## src/rtl/ttvg_pkg.sv

```systemverilog
// Shared types, constants and helpers of the torus triangle vertex generator.
`default_nettype none
package ttvg_pkg;

  localparam int MAX_DIVISIONS = 256;
  localparam int IDX_W  = 8;
  localparam int CNT_W  = 9;
  localparam int RAD_W  = 25;
  localparam int TRIG_W = 18;
  localparam int XY_W   = 27;
  localparam int Z_W    = 26;

  localparam logic [CNT_W-1:0] COUNT_MAX  = CNT_W'(MAX_DIVISIONS);
  localparam logic [RAD_W-1:0] RADIUS_MAX = 25'd16777216;

  // configuration port
  localparam int CFG_INDEX_W = 3;
  localparam int CFG_DATA_W  = 25;
  localparam logic [CFG_INDEX_W-1:0] REG_MAJOR = 3'd0;
  localparam logic [CFG_INDEX_W-1:0] REG_MINOR = 3'd1;
  localparam logic [CFG_INDEX_W-1:0] REG_RING  = 3'd2;
  localparam logic [CFG_INDEX_W-1:0] REG_TUBE  = 3'd3;

  localparam logic [RAD_W-1:0] MAJOR_RESET = 25'd65536;
  localparam logic [RAD_W-1:0] MINOR_RESET = 25'd16384;
  localparam logic [CNT_W-1:0] RING_RESET  = 9'd16;
  localparam logic [CNT_W-1:0] TUBE_RESET  = 9'd16;

  // cell queue between front and back
  localparam int QUEUE_DEPTH = 4;
  localparam int QPTR_W      = 2;
  localparam int QCNT_W      = 3;

  // fixed point sine/cosine
  localparam logic [30:0] HALF_PI_Q30 = 31'd1686629713;
  localparam logic [30:0] ONE_Q30     = 31'h4000_0000;

  typedef struct packed {
    logic [IDX_W-1:0] ring;
    logic [IDX_W-1:0] ring_next;
    logic [IDX_W-1:0] ring_prev;
    logic [IDX_W-1:0] tube;
    logic [IDX_W-1:0] tube_next;
    logic             bad;
  } cell_t;

  typedef struct packed {
    logic signed [TRIG_W-1:0] sin_v;
    logic signed [TRIG_W-1:0] cos_v;
  } trig_t;

  typedef struct packed {
    logic             ren;
    logic [IDX_W-1:0] ring_addr;
    logic [IDX_W-1:0] tube_addr;
  } tbl_req_t;

  // Taylor series divisors as reciprocals, innermost term first.
  // Each value is ceil(2^s / d) with s = 30 + ceil(log2 d), which gives the
  // exact floor quotient for any dividend below 2^30.
  function automatic logic [30:0] horner_recip(input logic cos_phase,
                                               input logic [2:0] k);
    logic [30:0] r;
    r = 31'h4000_0000;
    if (!cos_phase) begin
      case (k)
        3'd0:    r = 31'(((64'd1 << 37) + 64'd109) / 64'd110);
        3'd1:    r = 31'(((64'd1 << 37) + 64'd71) / 64'd72);
        3'd2:    r = 31'(((64'd1 << 36) + 64'd41) / 64'd42);
        3'd3:    r = 31'(((64'd1 << 35) + 64'd19) / 64'd20);
        default: r = 31'(((64'd1 << 33) + 64'd5) / 64'd6);
      endcase
    end else begin
      case (k)
        3'd0:    r = 31'(((64'd1 << 38) + 64'd131) / 64'd132);
        3'd1:    r = 31'(((64'd1 << 37) + 64'd89) / 64'd90);
        3'd2:    r = 31'(((64'd1 << 36) + 64'd55) / 64'd56);
        3'd3:    r = 31'(((64'd1 << 35) + 64'd29) / 64'd30);
        3'd4:    r = 31'(((64'd1 << 34) + 64'd11) / 64'd12);
        default: r = 31'h4000_0000;
      endcase
    end
    return r;
  endfunction

  // right shift that goes with horner_recip
  function automatic logic [5:0] horner_shift(input logic cos_phase,
                                              input logic [2:0] k);
    logic [5:0] s;
    s = 6'd31;
    if (!cos_phase) begin
      case (k)
        3'd0:    s = 6'd37;
        3'd1:    s = 6'd37;
        3'd2:    s = 6'd36;
        3'd3:    s = 6'd35;
        default: s = 6'd33;
      endcase
    end else begin
      case (k)
        3'd0:    s = 6'd38;
        3'd1:    s = 6'd37;
        3'd2:    s = 6'd36;
        3'd3:    s = 6'd35;
        3'd4:    s = 6'd34;
        default: s = 6'd31;
      endcase
    end
    return s;
  endfunction

endpackage
`default_nettype wire

```

## src/rtl/ttvg_if.sv

```systemverilog
// Channel interfaces: cell input, vertex output and configuration writes.
`default_nettype none
interface ttvg_cell_if;
  import ttvg_pkg::*;
  logic             valid;
  logic             ready;
  logic [IDX_W-1:0] ring_index;
  logic [IDX_W-1:0] tube_index;
  modport source (output valid, ring_index, tube_index, input ready);
  modport sink   (input valid, ring_index, tube_index, output ready);
endinterface

`default_nettype wire

```

## src/rtl/ttvg_front.sv

```systemverilog
// Front end: accept cells, check and wrap indices, queue them for the back end.
`default_nettype none
module ttvg_front import ttvg_pkg::*; (
  input  logic             clk,
  input  logic             rst,
  ttvg_cell_if.sink        cell_in,
  input  logic [CNT_W-1:0] ring_n,
  input  logic [CNT_W-1:0] tube_n,
  input  logic             tbl_ready,
  input  logic             pop,
  output cell_t            head,
  output logic             head_valid
);

  cell_t             q [QUEUE_DEPTH];
  logic [QPTR_W-1:0] wr_ptr, rd_ptr;
  logic [QCNT_W-1:0] count;
  logic              push;
  cell_t             entry;
  logic [CNT_W-1:0]  ring_inc, tube_inc, ring_last;

  assign cell_in.ready = tbl_ready && (count != QCNT_W'(QUEUE_DEPTH));
  assign push          = cell_in.valid && cell_in.ready;
  assign head_valid    = count != '0;
  assign head          = q[rd_ptr];

  always_comb begin
    ring_inc        = {1'b0, cell_in.ring_index} + 9'd1;
    tube_inc        = {1'b0, cell_in.tube_index} + 9'd1;
    ring_last       = ring_n - 9'd1;
    entry.ring      = cell_in.ring_index;
    entry.tube      = cell_in.tube_index;
    entry.ring_next = (ring_inc == ring_n) ? '0 : ring_inc[IDX_W-1:0];
    entry.tube_next = (tube_inc == tube_n) ? '0 : tube_inc[IDX_W-1:0];
    entry.ring_prev = (cell_in.ring_index == '0) ? ring_last[IDX_W-1:0]
                                                 : cell_in.ring_index - 8'd1;
    entry.bad       = ({1'b0, cell_in.ring_index} >= ring_n) ||
                      ({1'b0, cell_in.tube_index} >= tube_n);
  end

  always_ff @(posedge clk) begin
    if (push) q[wr_ptr] <= entry;
  end

  always_ff @(posedge clk) begin
    if (rst) begin
      wr_ptr <= '0;
      rd_ptr <= '0;
      count  <= '0;
    end else begin
      if (push) wr_ptr <= wr_ptr + 2'd1;
      if (pop)  rd_ptr <= rd_ptr + 2'd1;
      case ({push, pop})
        2'b10:   count <= count + 3'd1;
        2'b01:   count <= count - 3'd1;
        default: count <= count;
      endcase
    end
  end

endmodule
`default_nettype wire

```

## src/flat_wrapper.sv

```systemverilog
// flat-port wrapper written by rule: the top's interface ports become plain ports
module ttvg_front_flat import ttvg_pkg::*;
  (clk, rst, ring_n, tube_n, tbl_ready, pop, head, head_valid, cell_in_valid, cell_in_ring_index, cell_in_tube_index, cell_in_ready);
  ttvg_cell_if cell_in_i ();
  input  logic clk;
  input  logic rst;
  input  logic [CNT_W-1:0] ring_n;
  input  logic [CNT_W-1:0] tube_n;
  input  logic tbl_ready;
  input  logic pop;
  output cell_t head;
  output logic head_valid;
  input wire logic [$bits(cell_in_i.valid)-1:0] cell_in_valid;
  input wire logic [$bits(cell_in_i.ring_index)-1:0] cell_in_ring_index;
  input wire logic [$bits(cell_in_i.tube_index)-1:0] cell_in_tube_index;
  output wire logic [$bits(cell_in_i.ready)-1:0] cell_in_ready;
  assign cell_in_i.valid = cell_in_valid;
  assign cell_in_i.ring_index = cell_in_ring_index;
  assign cell_in_i.tube_index = cell_in_tube_index;
  assign cell_in_ready = cell_in_i.ready;
  ttvg_front u_core (.clk(clk), .rst(rst), .cell_in(cell_in_i), .ring_n(ring_n), .tube_n(tube_n), .tbl_ready(tbl_ready), .pop(pop), .head(head), .head_valid(head_valid));
endmodule
```

## config.mk

```make
export PLATFORM = sky130hd
export DESIGN_NAME = ttvg_front_flat
export DESIGN_NICKNAME = d
export VERILOG_FILES = /design/src/rtl/ttvg_pkg.sv /design/src/rtl/ttvg_if.sv /design/src/rtl/ttvg_front.sv /design/src/flat_wrapper.sv
export SDC_FILE = /design/constraint.sdc
export NUM_CORES = 1
export LEC_CHECK = 0
export BUFFER_PORTS_ARGS = -buffer_cell sky130_fd_sc_hd__buf_2
export CAP_MARGIN = 15
export CORE_AREA = 4 4 120 122
export DETAILED_ROUTE_END_ITERATION = 10
export DIE_AREA = 0 0 124 126
export PLACE_DENSITY = 0.79
export SLEW_MARGIN = 20
export SYNTH_ARGS = -nofsm -noshare
export SYNTH_HDL_FRONTEND = slang
export SYNTH_SLANG_ARGS = --single-unit
```

## constraint.sdc

```tcl
create_clock -name clk -period 3.45 [get_ports clk]
set_clock_uncertainty 0.15 [all_clocks]
set_input_delay 0.1725 -clock clk [delete_from_list [all_inputs] [get_ports clk]]
set_output_delay 0.1725 -clock clk [all_outputs]
set_load 0.02 [all_outputs]
```

==> flow_metrics.env <==
export IMPL_outcome="finished clean"
export IMPL_critPathMaxFanout=8
export IMPL_whs_ns=0.0383
export IMPL_ff_latch_area_um2=5110
export IMPL_start_util_pct=58.8
export IMPL_synth_top_area_cell="edfxtp_1"
export IMPL_fin_crit_sh_pct=88.6
export IMPL_yosys_most_used_dff="edfxtp_1"
export IMPL_rr_worst_depth=10
export IMPL_synth_most_common_cell="edfxtp_1"
export IMPL_p_seq_share_pct=50.8
export IMPL_die_w_um=124
export IMPL_synthTopCellsByCount="edfxtp_1 (164), mux4_2 (41), nor2_1 (35)"
export IMPL_r2r_start="u_core.count[0]"
export IMPL_path_clk_slew_ns=0.06
export IMPL_crit_chain="dlygate4sd3_1 > buf_2 > ha_1 > and3_1 > nor3b_1 > a2111oi_0 > nand4_1 > nor3_2 > nor2b_1"
export IMPL_min_period_ns=3.06
export IMPL_routabilityCongestion=0.895
export IMPL_yosys_top_cells_area="edfxtp_1 (64%), mux4_2 (12%), ha_1 (4.0%)"
export IMPL_insertion_delay_ns=0.41
export IMPL_portBuffers=81
export IMPL_fill_cells=895
export IMPL_clk_path_buf_depth=2
export IMPL_m1WireLength_mm=6.52
export IMPL_internal_power_mw=3.58
export IMPL_netlist_area_um2=7750
export IMPL_maxSlewViolCount=0
export IMPL_worst_pin_slew_ns=0.639
export IMPL_synth_enable_flop_cells=164
export IMPL_numCtsBuffers=17
export IMPL_wl_met2_mm=7.98
export IMPL_grt_max_degree=42
export IMPL_async_flop_share_pct=0
export IMPL_worstSetupEndpointType="flop"
export IMPL_start_kind="input pin"
export IMPL_rsz0062_at_grt="false"
export IMPL_worst_slack_ns=0.394
export IMPL_top_layer="met4"
export IMPL_die_area_um2=15600
export IMPL_vias=4492
export IMPL_clock_sinks=173
export IMPL_core_um2=13200
export IMPL_nNetsFinal=649
export IMPL_io_pins=82
export IMPL_antenna_found_initial=0
export IMPL_core_rowCount=42
export IMPL_ys_warn_count=0
export IMPL_cp_slowest_stage_delay_ns=0.54
export IMPL_switchingPower_mw=1.19
export IMPL_fin_cells=773
export IMPL_globalRouteOverflowTotal=0
export IMPL_place_inst=723
export IMPL_setup_tns_ns=0
export IMPL_r2r_end="u_core.count[2]"
export IMPL_ant_nets=0
export IMPL_critical_path_required_ns=3.43
export IMPL_diodes=0
export IMPL_synthCells=473
export IMPL_maxCapViolations=0
export IMPL_place_detailed_hpwl_mm=10.1
export IMPL_finalSetupViolations=0
export IMPL_crit_type="in -> reg"
export IMPL_synth_fp_nets=538
export IMPL_critPathBufInv=2
export IMPL_wl_met3_um=669
export IMPL_synth_top_area_share_pct=63.5
export IMPL_ys_seq_area_share_pct=65.9
export IMPL_first_global_vias=4659
export IMPL_vias_per_cell=5.81
export IMPL_wl_mm=15.4
export IMPL_ctsHtreeMaxLevel=4
export IMPL_hold_start="tube_n[5]"
export IMPL_power_density_nw_per_um2=523
export IMPL_crit_path_start="cell_in_tube_index[0]"
export IMPL_multi_input_area_um2=2460
export IMPL_grt_first_pass_wirelength_mm=24.6
export IMPL_cts_setup_buffers=0
export IMPL_fmax_mhz=327
export IMPL_cts_tree="done"
export IMPL_drt_pass1_iterations=5
export IMPL_dpl_worst_slack_ns=0.673
export IMPL_whs_path_depth=2
export IMPL_root_buffer="clkbuf_16"
export IMPL_critPathArrivalTime_ns=3.03
export IMPL_comb_power_share_pct=13.8
export IMPL_relSlewSlack_pct=57.4
export IMPL_hold_viol=0
export IMPL_synth_area_per_cell_um2=16.4
export IMPL_peakVddDrop_mv=0.314
export IMPL_area_growth_pct=17.4
export IMPL_drt_initial_drc_count=371
export IMPL_leakagePower_nw=3.23
export IMPL_min_to="u_core.q[3][6]"
export IMPL_rrSetupSlack_ns=1.06
export IMPL_wl_per_cell_um=20.0
export IMPL_critical_path_top_delay_family="simple AND/OR/NAND/NOR gates"
export IMPL_sw_frac_of_total_pct=24.9
export IMPL_cts_resized=0
export IMPL_grt_usage_pct=21.1
export IMPL_post_route_cells_drive_above_1_share_pct=29.5
export IMPL_crit_slowest_cell="dlygate4sd3_1"
export IMPL_die_y_um=126
export IMPL_min_delay_path_class="in -> reg"
export IMPL_ys_seq_elements=173
export IMPL_pwr_share_clk_pct=35.3
export IMPL_yosys_cell_types_count=44
export IMPL_drc_errors=0
export IMPL_fin_util_pct=69.0
[registers in the layout, summed over array words and instances (netlist names), named ones only]
register	flops
u_core.rd_ptr	2
u_core.q	164
u_core.wr_ptr	2
u_core.count	3
[how the worst max path moves through the flow]
| stage | to | cells after the start | slack, ns |
|---|---|---|---|
| 2_1_floorplan | u_core.q[0][23] | 11 | 0.55 |
| 3_5_place_dp | u_core.q[3][23] | 12 | 0.67 |
| 6_report | u_core.q[0][2] | 9 | 0.39 |
| 3_3_place_gp | u_core.q[0][23] | 12 | 0.77 |
| 4_1_cts | u_core.q[2][2] | 9 | 0.43 |
| 5_1_grt | u_core.q[3][23] | 13 | 0.17 |
[layer usage]
metal	vias to the layer above	global-route usage (%)
li1	2067	-
met3	24	3.86
met1	2274	28.2
met2	127	35.2
met4	0	7.28
met5	-	0
[cell type report]
class / instances / share of cell area, %
flip-flops and latches: 173 / 56.1
multi-input cells: 254 / 27.0
clock inverters: 14 / 1.06
repair buffers: 111 / 7.56
inverters: 27 / 1.11
clock buffers: 18 / 4.71
well taps: 176 / 2.42
[power by group through the flow]
stage	clock network [mW]	registers (mW)	logic, mW
global placement	0	2.46	0.631
floorplan	0	2.44	0.451
finish	1.68	2.42	0.659
detailed placement	0	2.47	0.646
global route	1.80	2.43	0.719
CTS	1.71	2.42	0.665
[per-stage QoR]
stage	total power [mW]	area, µm²
floorplan	2.89	7750
global placement	3.09	8400
detailed placement	3.11	8400
CTS	4.80	9100
global route	4.95	9100
finish	4.76	9100
[logic make-up after synthesis]
| group | count (synthesis) | synth area share, % |
|---|---|---|
| DFF | 173 | 65.9 |
| muxes | 42 | 12.1 |
| and+or+nand+nor | 108 | 7.20 |
| AOI/OAI and AO/OA | 47 | 4.16 |
| xor gates and xnor gates | 31 | 3.95 |
| buffers and inverters | 46 | 2.47 |
| adders and majority gates | 26 | 4.29 |
[layout by cell type (no fill, tap or decap), types with 11 or more instances in the layout]
master,synthesis,routed
edfxtp_1,164,164
buf_2,9,81
mux4_2,41,41
nor2_1,35,35
inv_1,27,27
ha_1,25,25
dlygate4sd3_1,0,18
clkbuf_16,0,17
a21oi_1,16,16
xnor2_1,16,16
nand2_1,15,15
nand3_1,14,14
xor2_1,12,12
buf_4,0,11
[repair_timing]
item	in CTS	in global routing
hold buffers	18	0
endpoints found under the hold margin	73	0
setup endpoints to repair	0	0
Power figures use the tool's default switching activity.
