## src/rtl/ttvg_pkg.sv

```systemverilog
// Shared types, constants and helpers of the torus triangle vertex generator.
`default_nettype none
package ttvg_pkg;

  localparam int MAX_DIVISIONS = 256;
  localparam int IDX_W  = 8;
  localparam int CNT_W  = 9;
  localparam int RAD_W  = 25;
  localparam int TRIG_W = 18;
  localparam int XY_W   = 27;
  localparam int Z_W    = 26;

  localparam logic [CNT_W-1:0] COUNT_MAX  = CNT_W'(MAX_DIVISIONS);
  localparam logic [RAD_W-1:0] RADIUS_MAX = 25'd16777216;

  // configuration port
  localparam int CFG_INDEX_W = 3;
  localparam int CFG_DATA_W  = 25;
  localparam logic [CFG_INDEX_W-1:0] REG_MAJOR = 3'd0;
  localparam logic [CFG_INDEX_W-1:0] REG_MINOR = 3'd1;
  localparam logic [CFG_INDEX_W-1:0] REG_RING  = 3'd2;
  localparam logic [CFG_INDEX_W-1:0] REG_TUBE  = 3'd3;

  localparam logic [RAD_W-1:0] MAJOR_RESET = 25'd65536;
  localparam logic [RAD_W-1:0] MINOR_RESET = 25'd16384;
  localparam logic [CNT_W-1:0] RING_RESET  = 9'd16;
  localparam logic [CNT_W-1:0] TUBE_RESET  = 9'd16;

  // cell queue between front and back
  localparam int QUEUE_DEPTH = 4;
  localparam int QPTR_W      = 2;
  localparam int QCNT_W      = 3;

  // fixed point sine/cosine
  localparam logic [30:0] HALF_PI_Q30 = 31'd1686629713;
  localparam logic [30:0] ONE_Q30     = 31'h4000_0000;

  typedef struct packed {
    logic [IDX_W-1:0] ring;
    logic [IDX_W-1:0] ring_next;
    logic [IDX_W-1:0] ring_prev;
    logic [IDX_W-1:0] tube;
    logic [IDX_W-1:0] tube_next;
    logic             bad;
  } cell_t;

  typedef struct packed {
    logic signed [TRIG_W-1:0] sin_v;
    logic signed [TRIG_W-1:0] cos_v;
  } trig_t;

  typedef struct packed {
    logic             ren;
    logic [IDX_W-1:0] ring_addr;
    logic [IDX_W-1:0] tube_addr;
  } tbl_req_t;

  // Taylor series divisors as reciprocals, innermost term first.
  // Each value is ceil(2^s / d) with s = 30 + ceil(log2 d), which gives the
  // exact floor quotient for any dividend below 2^30.
  function automatic logic [30:0] horner_recip(input logic cos_phase,
                                               input logic [2:0] k);
    logic [30:0] r;
    r = 31'h4000_0000;
    if (!cos_phase) begin
      case (k)
        3'd0:    r = 31'(((64'd1 << 37) + 64'd109) / 64'd110);
        3'd1:    r = 31'(((64'd1 << 37) + 64'd71) / 64'd72);
        3'd2:    r = 31'(((64'd1 << 36) + 64'd41) / 64'd42);
        3'd3:    r = 31'(((64'd1 << 35) + 64'd19) / 64'd20);
        default: r = 31'(((64'd1 << 33) + 64'd5) / 64'd6);
      endcase
    end else begin
      case (k)
        3'd0:    r = 31'(((64'd1 << 38) + 64'd131) / 64'd132);
        3'd1:    r = 31'(((64'd1 << 37) + 64'd89) / 64'd90);
        3'd2:    r = 31'(((64'd1 << 36) + 64'd55) / 64'd56);
        3'd3:    r = 31'(((64'd1 << 35) + 64'd29) / 64'd30);
        3'd4:    r = 31'(((64'd1 << 34) + 64'd11) / 64'd12);
        default: r = 31'h4000_0000;
      endcase
    end
    return r;
  endfunction

  // right shift that goes with horner_recip
  function automatic logic [5:0] horner_shift(input logic cos_phase,
                                              input logic [2:0] k);
    logic [5:0] s;
    s = 6'd31;
    if (!cos_phase) begin
      case (k)
        3'd0:    s = 6'd37;
        3'd1:    s = 6'd37;
        3'd2:    s = 6'd36;
        3'd3:    s = 6'd35;
        default: s = 6'd33;
      endcase
    end else begin
      case (k)
        3'd0:    s = 6'd38;
        3'd1:    s = 6'd37;
        3'd2:    s = 6'd36;
        3'd3:    s = 6'd35;
        3'd4:    s = 6'd34;
        default: s = 6'd31;
      endcase
    end
    return s;
  endfunction

endpackage
`default_nettype wire

```

## src/rtl/ttvg_if.sv

```systemverilog
// Channel interfaces: cell input, vertex output and configuration writes.
`default_nettype none


interface ttvg_vertex_if;
  import ttvg_pkg::*;
  logic                   valid;
  logic                   ready;
  logic signed [XY_W-1:0] vertex_x;
  logic signed [XY_W-1:0] vertex_y;
  logic signed [Z_W-1:0]  vertex_z;
  logic                   bad_cell;
  logic                   last_vertex;
  modport source (output valid, vertex_x, vertex_y, vertex_z, bad_cell, last_vertex,
                  input ready);
  modport sink   (input valid, vertex_x, vertex_y, vertex_z, bad_cell, last_vertex,
                  output ready);
endinterface

`default_nettype wire

```

## src/rtl/ttvg_back.sv

```systemverilog
// Back end: sequence six vertices per good cell (one per bad cell) and compute their coordinates.
`default_nettype none
module ttvg_back import ttvg_pkg::*; (
  input  logic             clk,
  input  logic             rst,
  input  cell_t            head,
  input  logic             head_valid,
  output logic             pop,
  input  logic [RAD_W-1:0] major_radius,
  input  logic [RAD_W-1:0] minor_radius,
  output tbl_req_t         req,
  input  trig_t            ring_rd,
  input  trig_t            tube_rd,
  ttvg_vertex_if.source    vertex_out
);

  localparam logic [2:0] V_BASE       = 3'd0;
  localparam logic [2:0] V_RING_NEXT  = 3'd1;
  localparam logic [2:0] V_TUBE_NEXT  = 3'd2;
  localparam logic [2:0] V_BASE2      = 3'd3;
  localparam logic [2:0] V_TUBE_NEXT2 = 3'd4;
  localparam logic [2:0] V_DIAG       = 3'd5;

  logic en;
  logic fire;
  logic [2:0] kcnt;

  logic             iss_valid, iss_bad, iss_last;
  logic [IDX_W-1:0] iss_a, iss_b;
  logic [IDX_W-1:0] sel_a, sel_b;

  logic s1_valid, s1_bad, s1_last;

  logic        s2_valid, s2_bad, s2_last, s2_negc, s2_negz;
  logic [41:0] s2_m1, s2_m2;
  trig_t       s2_ring;

  logic                   s3_valid, s3_bad, s3_last;
  logic signed [XY_W-1:0] s3_rc;
  logic signed [Z_W-1:0]  s3_z;
  trig_t                  s3_ring;

  logic                  s4_valid, s4_bad, s4_last, s4_negx, s4_negy;
  logic [42:0]           s4_m3, s4_m4;
  logic signed [Z_W-1:0] s4_z;

  logic                   vo_valid, vo_bad, vo_last;
  logic signed [XY_W-1:0] vo_x, vo_y;
  logic signed [Z_W-1:0]  vo_z;

  logic [RAD_W-1:0] rmaj, rmin;

  function automatic logic [TRIG_W-2:0] trig_mag(input logic signed [TRIG_W-1:0] v);
    logic signed [TRIG_W-1:0] a;
    a = v[TRIG_W-1] ? -v : v;
    return a[TRIG_W-2:0];
  endfunction

  assign rmaj = (major_radius > RADIUS_MAX) ? RADIUS_MAX : major_radius;
  assign rmin = (minor_radius > RADIUS_MAX) ? RADIUS_MAX : minor_radius;

  // whole pipe stalls together behind the output register
  assign en   = !vo_valid || vertex_out.ready;
  assign fire = en && head_valid;
  assign pop  = fire && (head.bad || kcnt == V_DIAG);

  always_comb begin
    case (kcnt)
      V_BASE: begin
        sel_a = head.ring;
        sel_b = head.tube;
      end
      V_RING_NEXT: begin
        sel_a = head.ring_next;
        sel_b = head.tube;
      end
      V_TUBE_NEXT, V_TUBE_NEXT2: begin
        sel_a = head.ring;
        sel_b = head.tube_next;
      end
      V_BASE2: begin
        sel_a = head.ring;
        sel_b = head.tube;
      end
      default: begin
        sel_a = head.ring_prev;
        sel_b = head.tube_next;
      end
    endcase
  end

  assign req.ren       = en;
  assign req.ring_addr = iss_a;
  assign req.tube_addr = iss_b;

  always_ff @(posedge clk) begin
    if (rst) begin
      kcnt      <= V_BASE;
      iss_valid <= 1'b0;
      s1_valid  <= 1'b0;
      s2_valid  <= 1'b0;
      s3_valid  <= 1'b0;
      s4_valid  <= 1'b0;
      vo_valid  <= 1'b0;
    end else if (en) begin
      iss_valid <= fire;
      if (pop)       kcnt <= V_BASE;
      else if (fire) kcnt <= kcnt + 3'd1;
      s1_valid <= iss_valid;
      s2_valid <= s1_valid;
      s3_valid <= s2_valid;
      s4_valid <= s3_valid;
      vo_valid <= s4_valid;
    end
  end

  logic [42:0]            rnd1, rnd2, rnd3, rnd4;
  logic signed [XY_W-1:0] rc_next;
  logic [XY_W-2:0]        rc_mag;
  logic signed [XY_W-1:0] rc_abs;

  always_comb begin
    rnd1    = 43'(s2_m1) + 43'd32768;
    rnd2    = 43'(s2_m2) + 43'd32768;
    rc_next = s2_negc ? ($signed({2'b00, rmaj}) - $signed({2'b00, rnd1[40:16]}))
                      : ($signed({2'b00, rmaj}) + $signed({2'b00, rnd1[40:16]}));
    rc_abs  = s3_rc[XY_W-1] ? -s3_rc : s3_rc;
    rc_mag  = rc_abs[XY_W-2:0];
    rnd3    = s4_m3 + 43'd32768;
    rnd4    = s4_m4 + 43'd32768;
  end

  always_ff @(posedge clk) begin
    if (en) begin
      iss_a    <= sel_a;
      iss_b    <= sel_b;
      iss_bad  <= head.bad;
      iss_last <= head.bad || kcnt == V_DIAG;

      s1_bad  <= iss_bad;
      s1_last <= iss_last;

      s2_bad  <= s1_bad;
      s2_last <= s1_last;
      s2_m1   <= 42'(rmin) * 42'(trig_mag(tube_rd.cos_v));
      s2_m2   <= 42'(rmin) * 42'(trig_mag(tube_rd.sin_v));
      s2_negc <= tube_rd.cos_v[TRIG_W-1];
      s2_negz <= tube_rd.sin_v[TRIG_W-1];
      s2_ring <= ring_rd;

      s3_bad  <= s2_bad;
      s3_last <= s2_last;
      s3_rc   <= rc_next;
      s3_z    <= s2_negz ? -$signed({1'b0, rnd2[40:16]}) : $signed({1'b0, rnd2[40:16]});
      s3_ring <= s2_ring;

      s4_bad  <= s3_bad;
      s4_last <= s3_last;
      s4_m3   <= 43'(rc_mag) * 43'(trig_mag(s3_ring.cos_v));
      s4_m4   <= 43'(rc_mag) * 43'(trig_mag(s3_ring.sin_v));
      s4_negx <= s3_rc[XY_W-1] ^ s3_ring.cos_v[TRIG_W-1];
      s4_negy <= s3_rc[XY_W-1] ^ s3_ring.sin_v[TRIG_W-1];
      s4_z    <= s3_z;

      vo_bad  <= s4_bad;
      vo_last <= s4_last;
      if (s4_bad) begin
        vo_x <= '0;
        vo_y <= '0;
        vo_z <= '0;
      end else begin
        vo_x <= s4_negx ? -$signed({1'b0, rnd3[41:16]}) : $signed({1'b0, rnd3[41:16]});
        vo_y <= s4_negy ? -$signed({1'b0, rnd4[41:16]}) : $signed({1'b0, rnd4[41:16]});
        vo_z <= s4_z;
      end
    end
  end

  assign vertex_out.valid       = vo_valid;
  assign vertex_out.vertex_x    = vo_x;
  assign vertex_out.vertex_y    = vo_y;
  assign vertex_out.vertex_z    = vo_z;
  assign vertex_out.bad_cell    = vo_bad;
  assign vertex_out.last_vertex = vo_last;

`ifndef NO_ASSERTIONS
  a_bad_single: assert property (@(posedge clk) disable iff (rst)
    vo_valid && vo_bad |-> vo_last && vo_x == '0 && vo_y == '0 && vo_z == '0)
    else $error("bad cell vertex not last or not zero");
  a_pop_end: assert property (@(posedge clk) disable iff (rst)
    pop |-> head_valid && (head.bad || kcnt == V_DIAG))
    else $error("cell popped before its last vertex");
  a_mid_cell: assert property (@(posedge clk) disable iff (rst)
    kcnt != V_BASE |-> head_valid && !head.bad)
    else $error("vertex sequence lost its cell");
  a_stall_hold: assert property (@(posedge clk) disable iff (rst)
    !en |=> $stable(iss_valid) && $stable(s4_valid))
    else $error("pipeline moved while stalled");
`endif

endmodule
`default_nettype wire

```

## src/flat_wrapper.sv

```systemverilog
// flat-port wrapper written by rule: the top's interface ports become plain ports
module ttvg_back_flat import ttvg_pkg::*;
  (clk, rst, head, head_valid, pop, major_radius, minor_radius, req, ring_rd, tube_rd, vertex_out_valid, vertex_out_vertex_x, vertex_out_vertex_y, vertex_out_vertex_z, vertex_out_bad_cell, vertex_out_last_vertex, vertex_out_ready);
  ttvg_vertex_if vertex_out_i ();
  input  logic clk;
  input  logic rst;
  input  cell_t head;
  input  logic head_valid;
  output logic pop;
  input  logic [RAD_W-1:0] major_radius;
  input  logic [RAD_W-1:0] minor_radius;
  output tbl_req_t req;
  input  trig_t ring_rd;
  input  trig_t tube_rd;
  output wire logic [$bits(vertex_out_i.valid)-1:0] vertex_out_valid;
  output wire logic [$bits(vertex_out_i.vertex_x)-1:0] vertex_out_vertex_x;
  output wire logic [$bits(vertex_out_i.vertex_y)-1:0] vertex_out_vertex_y;
  output wire logic [$bits(vertex_out_i.vertex_z)-1:0] vertex_out_vertex_z;
  output wire logic [$bits(vertex_out_i.bad_cell)-1:0] vertex_out_bad_cell;
  output wire logic [$bits(vertex_out_i.last_vertex)-1:0] vertex_out_last_vertex;
  input wire logic [$bits(vertex_out_i.ready)-1:0] vertex_out_ready;
  assign vertex_out_valid = vertex_out_i.valid;
  assign vertex_out_vertex_x = vertex_out_i.vertex_x;
  assign vertex_out_vertex_y = vertex_out_i.vertex_y;
  assign vertex_out_vertex_z = vertex_out_i.vertex_z;
  assign vertex_out_bad_cell = vertex_out_i.bad_cell;
  assign vertex_out_last_vertex = vertex_out_i.last_vertex;
  assign vertex_out_i.ready = vertex_out_ready;
  ttvg_back u_core (.clk(clk), .rst(rst), .head(head), .head_valid(head_valid), .pop(pop), .major_radius(major_radius), .minor_radius(minor_radius), .req(req), .ring_rd(ring_rd), .tube_rd(tube_rd), .vertex_out(vertex_out_i));
endmodule
```

## config.mk

```make
export PLATFORM = sky130hd
export DESIGN_NAME = ttvg_back_flat
export DESIGN_NICKNAME = d
export VERILOG_FILES = /design/src/rtl/ttvg_pkg.sv /design/src/rtl/ttvg_if.sv /design/src/rtl/ttvg_back.sv /design/src/flat_wrapper.sv
export SDC_FILE = /design/constraint.sdc
export NUM_CORES = 2
export LEC_CHECK = 0
export CAP_MARGIN = 0
export CORE_UTILIZATION = 45
export CTS_CLUSTER_DIAMETER = 120
export CTS_CLUSTER_SIZE = 20
export DETAILED_ROUTE_END_ITERATION = 6
export DONT_BUFFER_PORTS = 1
export GPL_TIMING_DRIVEN = 0
export PLACE_DENSITY = 0.63
export SYNTH_ARGS = -nofsm -noshare
export SYNTH_HDL_FRONTEND = slang
export SYNTH_SLANG_ARGS = --single-unit
```

## constraint.sdc

```tcl
create_clock -name clk -period 17.5 [get_ports clk]
set_input_delay 1.75 -clock clk [delete_from_list [all_inputs] [get_ports clk]]
set_output_delay 1.75 -clock clk [all_outputs]
set_load 0.05 [all_outputs]
```

==> flow_results.org <==
** Status
- Status :: finished clean

** Detailed routing
- For this run, design rule violations remaining after detail routing come to 0.
- Before antenna repair, the detailed router went through 6 iterations.
- The first routing iteration left about 4000 violations.
- In the routed layout, each cell is associated on average with a via count of 5.41.
- Post-Route WL :: 232 mm
- Dividing the detail-routed wire length by the instance count gives between 20 and 25 um.
- Once detail routing completed, the nets flagged for antenna violations numbered 0.
- Via count of the routed design :: roughly 56000

** GRT
- The first global-routing pass estimated between 300 and 400 mm of wire.
- Entering global routing, the biggest net connects between 100 and 150 pins.
- The initial antenna violation count is 9.
- After global routing the overflow that remains totals 0.
- Overall routing resource usage :: 0.289
- The number of global-route vias before repair was just under 60000.

** Synth
- Combinational family with the most area after synthesis :: adder cells
- Xor and xnor fraction of the mapped netlist area :: 0.0546
- Synthesized-area fraction occupied by adder cells :: 0.470
- Counting every net in the synthesized netlist gives 10188.
- Synthesis instantiated 82 different standard cells from the library.
- Counting flops and latches in the post-synthesis netlist gives about 380.
- FFs w/ async S/R, synth :: 0
- Complex-gate fraction of the synthesized area :: 0.0521
- In this run the mean area of a mapped cell was 9.00 um^2.
- Simple-gate share of the synthesized area :: 0.155
- Cells taking the most area after synthesis :: fa_1, edfxtp_1, inv_1, ha_1, nand2_1
- Post-Synthesis Cell Area :: 73000 um^2
- Syn. warnings :: 0
- Post-Synthesis Cells :: 8118
- Among all flip-flop cells after synthesis, the most frequent one is edfxtp_1.
- Yosys mapped a number of flops with a built-in enable equal to between 300 and 400.
- The share of synthesized area in the top cell type comes to 0.383.
- fa_1 takes more of the synthesized area than any other cell.
- Multiplexer fraction of the synthesized cell area :: 0.00334
- For this run, the register share of the synthesized area comes to 0.154.

** Setup path
- By startpoint and endpoint, the worst setup path is classified as primary input to register.
- For the worst setup path, the data required time is around 18 ns.
- Worst setup slack for register-to-register paths :: slightly below 7 ns
- In this run the critical register-to-register path is captured at u_core.s4_m4[41].
- Kind of start point of the critical path :: primary input
- In this run the critical register-to-register path is launched from u_core.s3_rc[0].
- STA classifies the critical path endpoint as a register.
- Critical path fanouts, max :: 10
- STA puts the critical path data arrival time at 11.38 ns.
- Counting cells, the worst reg-to-reg path comes to 34.
- Worst setup path startpoint :: minor_radius[1]

** Clocking
- CTS Root Cell :: clkbuf_16
- Number of buffers created by CTS :: 26
- Later-pin clock latency in the skew report :: ~0.66 ns
- Number of buffers inserted by hold repair at cts :: 0
- H-Tree Depth :: 1
- Clock Sinks :: about 380
- TritonCTS clock tree :: built
- The clock passes through at most 3 buffers.
- Post-CTS Setup Bufs :: 0
- Post-cts sizing count :: 0
- Clock-pin slew on the worst setup and hold paths :: about 0.080 ns

** Layout
- Leaving out fill and tap cells, the most frequent cell in the layout is inv_1.
- In the final layout, the share of cells above drive strength 1 is 0.0142.
- The library cells used most frequently in the layout, excluding fill and tap cells, are inv_1, fa_1, nand2_1.
- After filler insertion, the fill cell instance count of the layout stands at approximately 16000.
- From synthesis to final layout, the design area changed by 5.29%.
- In the final design database the tool counted about 10000 nets.

** Worst hold path
- Along the worst hold path, the cell count comes to 0.
- The worst hold path begins at u_core.s2_ring[21].
- Worst min-delay path endpoint :: u_core.s3_ring[21]
- The worst hold path belongs to the class register to register.

** Floorplan
- Area inside the core boundary :: 161000 um^2
- From left edge to right edge, the die measures 405 um.
- The initialized floorplan defines 147 standard-cell rows.
- Floorplan die height :: 405 um
- Overall die area :: between 150000 and 200000 um^2
- The initial utilization of the core area, before any placement, comes to 0.454.
- Count of boundary I/O pins :: around 270

** Placed design
- RD Place Congestion :: around 1.0
- Final HPWL from detailed placement :: 193 mm
- In this run the tool buffered the top-level ports with 0 buffer cells.

** Timing
- Pins Over Slew Limit :: 0
- For the final routed database, the setup TNS stands at 0 ns.
- Peak Freq :: roughly 90 MHz
- Period utilization :: 0.628
- At the pin with the least slew margin, the transition time is ~1.4 ns.
- Post-Route Skew :: ~0.057 ns
- Setup violations remaining at the end of the flow were counted as 0.
- The count of endpoints failing hold in the final timing report is 0.
- Setup repair after global routing missed its margin :: false
- Headroom to the max-slew limit :: 0.0287
- Minimum period implied by the final worst setup slack :: between 10 and 15 ns

** Flow run
- Maximum Capacitance Violations :: 0
==> how the worst max path moves through the flow <==
stage / to / slack, ns / depth (start not counted)
floorplan: pop / 5.56 / 3
global placement: pop / 2.59 / 3
detailed placement: u_core.s2_m1[38] / 6.12 / 27
CTS: u_core.s4_m4[41] / 6.70 / 34
global route: u_core.s2_m1[38] / 6.10 / 27
finish: u_core.s2_m1[38] / 6.52 / 27
==> per-stage QoR <==
step / utilization / setup WS, ns / instance area [um^2] / instances / hold WS, ns
3_5_place_dp: 0.473 / 6.12 / 76000 / 10287 / 0.405
4_1_cts: 0.478 / 6.70 / 76900 / 10332 / 0.411
6_report: 0.478 / 6.52 / 76900 / 10340 / 0.413
5_1_grt: 0.478 / 6.10 / 76900 / 10332 / 0.423
2_1_floorplan: - / 5.56 / 73000 / 8118 / 0.400
3_3_place_gp: 0.471 / 2.59 / 75700 / 10278 / 0.401
==> per-layer routing <==
metal | vias to the layer above | track usage | part of all wire
met5 | - | 0 | 0.00019
met4 | 6 | 0.155 | 0.065
met3 | 594 | 0.0491 | 0.078
met2 | 2314 | 0.491 | 0.48
met1 | 28365 | 0.351 | 0.38
li1 | 24633 | - | -
==> kinds of logic (layout without fill, tap and decap cells) <==
kind of cell / after synthesis / in the layout
AO/OA/AOI/OAI: 584 / 584
XOR/XNOR: 455 / 455
adder cells (fa/ha/maj): 1903 / 1903
buffers and inverters: 2150 / 2204
flip-flops: 378 / 378
multiplexers: 23 / 23
other: 0 / 8
AND/OR/NAND/NOR: 2625 / 2625
==> sequential cells by signal, summed over array words and instances, names as in the netlist, 3 cells and up <==
name                        count
u_core.iss_a                    8
u_core.iss_b                    8
u_core.kcnt                     3
u_core.s2_m1                   26
u_core.s2_m2                   26
u_core.s2_ring                 36
u_core.s3_rc                   27
u_core.s3_ring                 36
u_core.s3_z                    26
u_core.s4_m3                   27
u_core.s4_m4                   27
u_core.s4_z                    26
u_core.vertex_out.vertex_x     27
u_core.vertex_out.vertex_y     27
u_core.vertex_out.vertex_z     26
==> final cells by class <==
cell class,count,area (um^2),share of cell area
timing repair buffer,9,160,0.00208
inverter,1795,6750,0.0877
sequential,378,11300,0.146
clock inverter,9,140,0.00182
clock buffer,36,709,0.00923
buffer,355,1350,0.0176
antenna,8,20.0,0.000260
tap,2160,2700,0.0351
multi-input combinational,5590,53800,0.700
==> Yosys cell counts, drive strengths merged, types with 15 or more instances <==
cell type and n:
fa 1396, a21oi 148, inv 1792, o21ai 129, a211oi 15, xor2 155
nor2 677, clkbuf 334, and3 47, edfxtp 369, ha 507, a31oi 25
a22oi 19, nand2b 46, o21bai 21, xnor2 300, nand2 1336, or3 31
o21a 22, nor3 60, o31ai 38, and2 139, a21o 51, nand3 75
or4 18, nand4 48, nor4 39, nor2b 58, buf 21
==> worst max-delay path, stage by stage <==
cell	delay, ns
nor4_1	0.29
nand4_1	0.14
o21ai_1	0.47
clkbuf_1	0.37
and2_1	0.18
clkbuf_1	0.93
clkbuf_1	0.93
nand2_1	0.19
fa_1	0.56
fa_1	0.56
fa_1	0.56
inv_1	0.07
fa_1	0.50
fa_1	0.50
inv_1	0.05
fa_1	0.49
inv_1	0.05
ha_1	0.32
nand4_1	0.10
nor2_1	0.14
nand2_1	0.07
o21ai_0	0.66
nand2b_1	0.27
o31a_1	0.43
o31ai_1	0.45
a31oi_1	0.17
xnor2_1	0.15
Power is not shown: default switching activity piles up to over one toggle a cycle in this logic, so the estimate is an artifact.
